==> config.mk <==
export PLATFORM = sky130hd
export DESIGN_NAME = ffea_ctrl
export DESIGN_NICKNAME = d
export VERILOG_FILES = /design/src/hdl/ffea_pkg.sv /design/src/hdl/ffea_ctrl.sv
export VERILOG_INCLUDE_DIRS = /design/src /design/src/hdl
export SDC_FILE = /design/constraint.sdc
export NUM_CORES = 1
export LEC_CHECK = 0
export BUFFER_PORTS_ARGS = -buffer_cell sky130_fd_sc_hd__buf_2
export CORE_MARGIN = 10
export CORE_UTILIZATION = 35
export DETAILED_ROUTE_END_ITERATION = 8
export PLACE_DENSITY_LB_ADDON = 0.12
export REMOVE_ABC_BUFFERS = 1
export SYNTH_ARGS = -nofsm -noshare
export SYNTH_HDL_FRONTEND = slang
export SYNTH_SLANG_ARGS = --single-unit
==> constraint.sdc <==
create_clock -name clk -period 1.7 [get_ports clk]
set_input_delay 0.255 -clock clk [delete_from_list [all_inputs] [get_ports clk]]
set_output_delay 0.255 -clock clk [all_outputs]
set_load 0.03 [all_outputs]
==> src/hdl/first_fit_extent_allocator_macros.svh <==
// Assertion helpers shared by the allocator modules.
`ifndef FIRST_FIT_EXTENT_ALLOCATOR_MACROS_SVH
`define FIRST_FIT_EXTENT_ALLOCATOR_MACROS_SVH

// Checked property that is ignored while reset is held.
`define FFEA_ASSERT(lbl, prop, msg) \
  lbl: assert property (@(posedge clk) disable iff (!rst_n) (prop)) else $error(msg);

// Checked property that must also hold during reset.
`define FFEA_ASSERT_ALWAYS(lbl, prop, msg) \
  lbl: assert property (@(posedge clk) (prop)) else $error(msg);

`endif

==> src/hdl/ffea_pkg.sv <==
package ffea_pkg;

  localparam int unsigned TABLE_ENTRIES = 4096;
  localparam int unsigned IDX_W = $clog2(TABLE_ENTRIES);
  localparam int unsigned CNT_W = $clog2(TABLE_ENTRIES + 1);
  localparam logic [31:0] PAGE_ADD  = 32'h0000_0fff;
  localparam logic [31:0] PAGE_MASK = 32'hffff_f000;

  localparam logic [1:0] ST_OK    = 2'd0;
  localparam logic [1:0] ST_NOFIT = 2'd1;
  localparam logic [1:0] ST_LOST  = 2'd2;

  localparam logic KIND_ALLOC = 1'b0;

  typedef struct packed {
    logic [31:0] start;
    logic [31:0] length;
  } extent_t;

  typedef enum logic [3:0] {
    OP_NOP,
    OP_LOAD,
    OP_READ,
    OP_NEXT,
    OP_CARVE,
    OP_FAIL,
    OP_RD_UP1,
    OP_WR_DOWN,
    OP_RD_DN1,
    OP_WR_UP,
    OP_MERGE_PREV,
    OP_MERGE_NEXT,
    OP_MARK_INS,
    OP_INSERT,
    OP_LOST
  } dp_op_t;

  typedef struct packed {
    logic is_alloc;
    logic idx_lt_count;
    logic idx_gt_pos;
    logic fits;
    logic start_gt;
    logic prev_adj;
    logic next_adj;
    logic full;
    logic carve_empty;
  } dp_stat_t;

endpackage

==> src/hdl/ffea_ctrl.sv <==
module ffea_ctrl
  import ffea_pkg::*;
(
  input  logic     clk,
  input  logic     rst_n,
  input  logic     in_valid,
  output logic     in_ready,
  output logic     out_valid,
  input  logic     out_ready,
  input  dp_stat_t stat,
  output dp_op_t   op
);

  `include "first_fit_extent_allocator_macros.svh"

  typedef enum logic [3:0] {
    S_IDLE,
    S_SCAN,
    S_CHECK,
    S_POST,
    S_DN_TEST,
    S_DN_WR,
    S_UP_TEST,
    S_UP_WR,
    S_DONE
  } state_t;

  state_t state_r;
  state_t state_nxt;

  always_comb begin
    state_nxt = state_r;
    op        = OP_NOP;
    case (state_r)
      S_IDLE: begin
        if (in_valid) begin
          op        = OP_LOAD;
          state_nxt = S_SCAN;
        end
      end
      S_SCAN: begin
        if (stat.idx_lt_count) begin
          op        = OP_READ;
          state_nxt = S_CHECK;
        end else if (stat.is_alloc) begin
          op        = OP_FAIL;
          state_nxt = S_DONE;
        end else if (stat.prev_adj) begin
          op        = OP_MERGE_PREV;
          state_nxt = S_DONE;
        end else if (!stat.full) begin
          op        = OP_MARK_INS;
          state_nxt = S_UP_TEST;
        end else begin
          op        = OP_LOST;
          state_nxt = S_DONE;
        end
      end
      S_CHECK: begin
        if (stat.is_alloc) begin
          if (stat.fits) begin
            op        = OP_CARVE;
            state_nxt = S_POST;
          end else begin
            op        = OP_NEXT;
            state_nxt = S_SCAN;
          end
        end else if (!stat.start_gt) begin
          op        = OP_NEXT;
          state_nxt = S_SCAN;
        end else if (stat.prev_adj) begin
          op        = OP_MERGE_PREV;
          state_nxt = stat.next_adj ? S_DN_TEST : S_DONE;
        end else if (stat.next_adj) begin
          op        = OP_MERGE_NEXT;
          state_nxt = S_DONE;
        end else if (!stat.full) begin
          op        = OP_MARK_INS;
          state_nxt = S_UP_TEST;
        end else begin
          op        = OP_LOST;
          state_nxt = S_DONE;
        end
      end
      S_POST: begin
        state_nxt = stat.carve_empty ? S_DN_TEST : S_DONE;
      end
      S_DN_TEST: begin
        if (stat.idx_lt_count) begin
          op        = OP_RD_UP1;
          state_nxt = S_DN_WR;
        end else begin
          state_nxt = S_DONE;
        end
      end
      S_DN_WR: begin
        op        = OP_WR_DOWN;
        state_nxt = S_DN_TEST;
      end
      S_UP_TEST: begin
        if (stat.idx_gt_pos) begin
          op        = OP_RD_DN1;
          state_nxt = S_UP_WR;
        end else begin
          op        = OP_INSERT;
          state_nxt = S_DONE;
        end
      end
      S_UP_WR: begin
        op        = OP_WR_UP;
        state_nxt = S_UP_TEST;
      end
      S_DONE: begin
        if (out_ready) begin
          state_nxt = S_IDLE;
        end
      end
      default: begin
        state_nxt = S_IDLE;
      end
    endcase
  end

  always_ff @(posedge clk) begin
    if (!rst_n) begin
      state_r <= S_IDLE;
    end else begin
      state_r <= state_nxt;
    end
  end

  assign in_ready  = (state_r == S_IDLE);
  assign out_valid = (state_r == S_DONE);

  `FFEA_ASSERT(a_sides_apart, !(in_ready && out_valid), "input and result open together")
  `FFEA_ASSERT(a_beat_starts_scan, (in_valid && in_ready) |=> (state_r == S_SCAN),
               "accepted beat did not start a scan")
  `FFEA_ASSERT(a_result_held, (out_valid && !out_ready) |=> out_valid, "result dropped early")

endmodule

==> results.md, run 1 <==
Drt:
- The overall via count from detail_route is 689.
- The via density per instance is 5.60.
- The total DRC errors in the routed layout is 0.
- The average detailed-routed wire length per instance is 14.5 microns.
- The number of DRC markers in iteration 0 is 7.
- The pre-antenna-repair detailed-routing pass consisted of 6 iterations.
- The sum of routed wire length over all layers is 1.78 mm.
- The antenna violation net count after detailed routing is 0.

Clocking:
- Counting every sink on the clock net gives 4.
- The maximum buffer depth of the clock tree is 2.
- CTS built an H-tree with a depth of 1.
- The clock buffer count from CTS is 3.
- The tree is rooted in a clkbuf_4.
- The insertion delay to the later sink of the worst-skew pair is 230 ps.
- TritonCTS built the clock tree.
- The hold-fix buffer count after cts is 0.
- After clock tree synthesis, the clock-pin slew on the worst setup and hold paths is 30 ps.

Floorplan:
- After floorplanning, the core was sized to cover 1330 sq um.
- Once the floorplan was initialized, standard cells occupied 37.9% of the core.
- During I/O placement, the number of pins put on the boundary was 19.
- Row generation in the floorplan step produced 13 rows.
- From left edge to right edge, the die measures 58.0 microns.
- The die outline area is 3360 sq um.
- The die height is 58.0 microns.

Cells and area:
- Compared with the post-synthesis result, the final layout area differs by 70.3%.
- The total area of multi-input combinational cells is 473 sq um.
- The number of filler instances in the final layout is 120.
- More flip-flops sit in one register than any other, and that register is state_r.
- The number of antenna cells inserted is 0.
- The sequential cells in the finished layout cover a total of 92.6 sq um.
- After routing the design area is 861 sq um.
- In the final layout, the registers with the most flip-flops are state_r x4.
- The number of flip-flops in the largest register is 4.
- The fraction of layout cells with a size suffix above 1 is 52.8%.
- The non-filler instance count after layout is 123.
- The net count of the finished layout is 123.

Synthesis:
- Yosys printed 0 warnings.
- The synthesized design contains 4 register bits.
- After synthesis, the share of flip-flops with an asynchronous set or reset is 0%.
- The mapped netlist covers 505 sq um.
- The sequential element share of the synthesized area is 15.8%.
- In this run the mean area of a mapped cell was 6.74 sq um.
- The synthesized design contains 0 enable-type register cells.
- The number of standard cells after synthesis is 75.
- The most used flip-flop cell after synthesis is dfxtp_1.
- The number of unique standard cell types used by synthesis is 35.

Outcome:
- The checks that failed: setup timing.
- The run finished, with violations left.

Critical path:
- The setup path with the least slack is of type reg -> out.
- In this design, the stage delay of the slowest critical-path cell is 540 ps.
- The data required time at the worst endpoint is 1440 ps.
- The critical path goes through or4_4, o221ai_2, buf_6.
- The worst setup path is launched from a flop.
- The startpoint identified for the worst register-to-register timing path is state_r[3].
- The worst setup path startpoint is state_r[1].
- Of all nets on the critical path, the largest fanout is 6.
- For this design, the slowest cell found on the critical path is or4_4.
- The arrival time of data at the critical path endpoint is 1460 ps.
- The kind of capture point of the worst setup path is an output pin.

Hold path:
- The classification of the worst-slack hold path is in -> reg.
- The start point of the worst min-delay path is rst_n.

Timing:
- The post-route clock skew is 1.92 ps.
- For this run, the top clock speed supported by timing is 0.583 GHz.
- The final number of hold-violating endpoints was 0.
- The clock period minus final worst setup slack is 1710 ps.
- In this run the tightest slew margin relative to its limit is 72.6%.
- At the pin with the least slew margin, the transition time is 409 ps.
- The number of pins exceeding their max-slew limit in the final report was 0.
- Setup repair after global routing could not meet its margin everywhere.
- The period utilization is 101%.
- The worst slack on hold paths is 259 ps.
- The smallest setup slack after layout is -13.9 ps.
- The number of endpoints failing setup at the final stage is 2.

GRT:
- Entering global routing, the biggest net connects 12 pins.
- The total overflow left after global routing is 0.
- In the global route stage, overall resource usage came out at 10.5%.
- The number of antenna violations at the first check in global routing is 0.
- The number of global-route vias before repair is 685.
- The first global-routing pass estimated 2.90 mm of wire.

Job:
- The max-cap violation count is 0.

Placement:
- Detailed placement finished with a half-perimeter wire length of 1.43 mm.
- After detailed placement, the total cell area comes to 699 sq um.
- Once placement completed, the tool counted placed cells totaling 117.
- The number of buffers added on ports is 18.
- The last weighted congestion value of the routability-driven placer is 0.899.

Power:
- For this design the ratio of total power to cell area is 580 nW/um^2.
- The largest vdd supply drop is 418 uV.
- The static leakage power is 0.351 nW.
-- metrics by stage --
step / utilization (%) / TNS, ps / power (mW) / setup slack (ps)
after floorplan: - / -401 / 0.233 / -191
after global placement: 52.4 / 0 / 0.327 / 83.3
after detailed placement: 52.4 / 0 / 0.328 / 80.3
after CTS: 60.5 / -87.4 / 0.482 / -49.1
after global routing: 64.5 / -213 / 0.537 / -68.3
final: 64.5 / -25.2 / 0.499 / -13.9
-- final timing paths --
kind | to | slack (ps) | cells past startpoint
max | op[2] | -10 | 3
min | state_r[3] | 260 | 2
max reg2reg | state_r[2] | 130 | 5
min reg2reg | state_r[0] | 600 | 2
-- metal layers --
metal | GRT usage, % | part of all wire [%]
met4 | 5.03 | 0.56
met3 | 2.18 | 5.4
met2 | 17.9 | 51
met1 | 12.1 | 43
met5 | 0 | 0
-- cells by family after synthesis --
group,count (synthesis),synth area share (%)
simple gates,38,41.6
compound gates,27,37.9
buf+inv,6,4.70
flops,4,15.8
-- what timing repair did --
item / in CTS / in global routing
pin swaps: 4 / 1
resized for setup: 21 / 10
setup endpoints to repair: 4 / 4
buffers inserted: 1 / 2
-- worst max-delay path, delay by kind of cell, from the launching register on --
kind                   cells  cell delay (ps)
flip-flops                 1              360
buffers and inverters      1              160
AND/OR/NAND/NOR            1              540
AO/OA/AOI/OAI              1              160
-- area by class of cell --
| type | count | share of cell area, % |
|---|---|---|
| repair buffers | 35 | 29.1 |
| well taps | 15 | 2.18 |
| inverters | 1 | 0.436 |
| flip-flops and latches | 4 | 10.8 |
| clock buffers | 3 | 2.62 |
| multi-input cells | 65 | 54.9 |
-- cell usage in the layout, fill, tap and decap left out, drive strengths merged, types with 3 or more instances in the layout --
| cell type | instances |
|---|---|
| clkbuf | 3 |
| nor3 | 5 |
| nor2 | 11 |
| nor2b | 3 |
| nand2b | 5 |
| dfxtp | 4 |
| o21ai | 3 |
| o22ai | 3 |
| a21oi | 5 |
| buf | 35 |
| nand2 | 4 |
-- synth_stat cells (2+ instances only) --
| master | n | share of area (%) |
|---|---|---|
| nor2_1 | 11 | 8.2 |
| a2bb2oi_1 | 2 | 3.5 |
| a21oi_1 | 5 | 4.9 |
| nor2b_1 | 3 | 3.7 |
| dfxtp_1 | 4 | 16 |
| nand2_1 | 4 | 3.0 |
| nand2b_1 | 5 | 6.2 |
| nor4_1 | 2 | 2.5 |
| and2_1 | 2 | 2.5 |
| nor3_1 | 5 | 4.9 |
| o22ai_1 | 3 | 3.7 |
| o32ai_1 | 2 | 3.5 |
| clkbuf_1 | 4 | 3.0 |
| o21ai_0 | 2 | 2.0 |
-- report_power, final --
group,internal (mW),switching (mW),leakage (nW)
sequential,0.101,0.0132,0.0353
clock,0.0787,0.0358,0.0138
combinational,0.132,0.138,0.302
total,0.312,0.187,0.351
Power figures use the tool's default switching activity.
==> run 2: changes to the inputs <==
==> constraint.sdc (replaced) <==
create_clock -name clk -period 1.7 [get_ports clk]
set_input_delay 0.34 -clock clk [delete_from_list [all_inputs] [get_ports clk]]
set_output_delay 0.34 -clock clk [all_outputs]
set_load 0.03 [all_outputs]
==> results.md, run 2 (synthesized netlist as in run 1, its figures left out) <==
Outcome:
- The run finished, with violations left.
- The checks that failed: setup timing.

Power:
- The largest vdd supply drop is 236 uV.
- The switching share of power is 37.6%.
- Power spread over the standard cell area amounts to 554 nW/um^2.
- Combinational logic is responsible for 55.5% of the overall power.
- Summed over all nets, the switching power comes to 0.196 mW.
- Sequential cells burn 21.8% of the power.
- The portion of total power attributed to the clock network is 22.7%.
- The static leakage power is 0.404 nW.
- Cell internal power was estimated by the tool at 0.326 mW.

Cells and area:
- The area growth from synthesis to layout is 86.1%.
- Cells fill 70.5% of the core in the end.
- The number of antenna diodes in the final layout is 0.
- The largest register by flop count is state_r.
- Cells with a size suffix above 1 make up 56.0% of the layout.
- The most frequent standard cell in the layout excluding fill and tap cells is buf_4.
- The register with the most flip-flops in the layout has 4 of them.
- The non-filler instance count after layout is 131.
- In the layout the commonest cells are buf_4 (22), buf_2 (13), nor2_1 (10).
- The final layout contains 131 nets.
- In the final layout, the registers with the most flip-flops are state_r x4.

Clocking:
- The clock buffer count from CTS is 3.
- The count of clock tree sinks is 4.
- CTS built an H-tree with a depth of 1.
- The clock tree from TritonCTS is built.
- The buffer cell driving the clock tree root is clkbuf_4.
- Hold repair after CTS inserted 0 buffers.
- The insertion delay to the later sink of the worst-skew pair is 240 ps.
- No sink is reached through more buffers than the 2 on the longest clock path.
- The clock-pin slew on the worst setup and hold paths is 40 ps.

Timing:
- The number of endpoints failing setup at the final stage is 4.
- The clock period minus final worst setup slack is 1810 ps.
- At the pin with the least slew margin, the transition time is 478 ps.
- The worst slack on hold paths is 350 ps.
- The worst slew slack as a fraction of its limit is 67.7%.
- The final number of hold-violating endpoints was 0.
- The number of pins exceeding their max-slew limit in the final report is 0.
- The final critical path takes up 107% of the cycle.
- In the post-route analysis, the smallest setup slack over all paths is -114 ps.
- The clock arrives with 5.02 ps of skew.
- Setup repair after global routing could not meet its margin everywhere.
- Derived from the worst setup path, the maximum achievable clock frequency is 0.551 GHz.

Drt:
- The routed metal-1 wirelength is 812 microns.
- After detailed routing, the average wire length per cell comes to 15.1 microns.
- The top routing layer in use is met4.
- The antenna violation net count after detailed routing is 0.
- The total length of routed met2 wires is 955 microns.
- The first routing iteration left 17 violations.
- For this run, the detailed router's first-pass iteration total came to 4.
- After detailed routing, the number of remaining DRC violations is 0.
- The sum of routed wire length over all layers is 1.98 mm.
- The total length of routed met3 wires is 165 microns.
- The via density per instance is 5.70.
- The overall via count from detail_route is 747.

GRT:
- The total overflow reported by the global router is 0.
- The number of antenna violations at the first check in global routing is 0.
- The number of global-route vias before repair is 779.
- Global routing used 12.0% of the available tracks.
- The first global-routing pass estimated 3.33 mm of wire.
- Entering global routing, the biggest net connects 10 pins.

Floorplan:
- The floorplan step set the die height to 58.0 microns.
- The die span in x is 58.0 microns.
- For this configuration, the core starts out at a cell density of 37.9%.
- The area inside the core boundary is 1330 sq um.
- The die outline area is 3360 sq um.
- The standard-cell row count is 13.
- 19 I/O pins were placed.

Critical path:
- The worst setup path is captured at an output pin.
- The data required time at the worst endpoint is 1360 ps.
- Across all register-to-register paths, the minimum setup slack is 130 ps.
- The critical path launch point type is a flop.
- The number of cells on the worst reg-to-reg path is 5.
- For the worst setup path, the data arrival time is 1470 ps.
- By startpoint and endpoint, the worst setup path is classified as reg -> out.
- The maximum fanout encountered on the critical timing path is 6.

Placement:
- Routability-driven placement finished with a final weighted congestion of 0.864.
- During placement, the flow inserted port buffers numbering 18.
- The number of placed instances, taps included is 122.
- The worst setup slack after placement is -71.0 ps.
- Once detailed placement completed, the half-perimeter wirelength came to 1.42 mm.

Job:
- The max-cap violation count is 0.

Hold path:
- The number of stages on the worst hold path is 2.
- The classification of the worst-slack hold path is in -> reg.
==> run 2: metal layers <==
metal  vias to the layer above  track usage [%]
li1                        377                -
met1                       327             13.2
met2                        36             19.6
met3                         7             3.49
met4                         0             7.72
met5                         -                0
==> run 2: area by class of cell <==
cell class | count | area [sq um]
Clock buffer | 3 | 22.5
Fill cell | 117 | 393
Inverter | 1 | 3.75
Multi-Input combinational cell | 65 | 474
Sequential cell | 4 | 92.6
Tap cell | 15 | 18.8
Timing Repair Buffer | 43 | 329
==> run 2: through the flow <==
stage / cell area (sq um) / power [mW] / setup TNS, ps
after floorplan: 485 / 0.233 / -737
after global placement: 737 / 0.339 / -97.2
after detailed placement: 737 / 0.339 / -135
after CTS: 908 / 0.504 / -326
after global routing: 941 / 0.559 / -598
final: 941 / 0.522 / -354
==> run 2: final timing paths <==
check / start / end
worst max-delay path: state_r[1] / op[2]
worst min-delay path: rst_n / state_r[3]
worst max register to register: state_r[3] / state_r[2]
worst min register to register: state_r[0] / state_r[0]
==> run 2: timing repair <==
action,in CTS,in global routing
gates resized for setup,25,7
setup endpoints to repair,4,5
gates cloned,0,0
endpoints found under the hold margin,0,0
pin swaps,4,1
buffers inserted,5,1
==> run 2: worst max-delay path, stage by stage (launching register included) <==
cell and delay [ps]:
dfxtp_4 360, or4_4 550, o221ai_2 160, buf_6 160
==> run 2: power groups by stage <==
stage / registers [mW] / logic, mW / clock network [mW]
4_1_cts: 0.114 / 0.273 / 0.118
5_1_grt: 0.114 / 0.312 / 0.133
3_3_place_gp: 0.111 / 0.228 / 0
6_report: 0.114 / 0.290 / 0.118
2_1_floorplan: 0.118 / 0.115 / 0
3_5_place_dp: 0.110 / 0.229 / 0
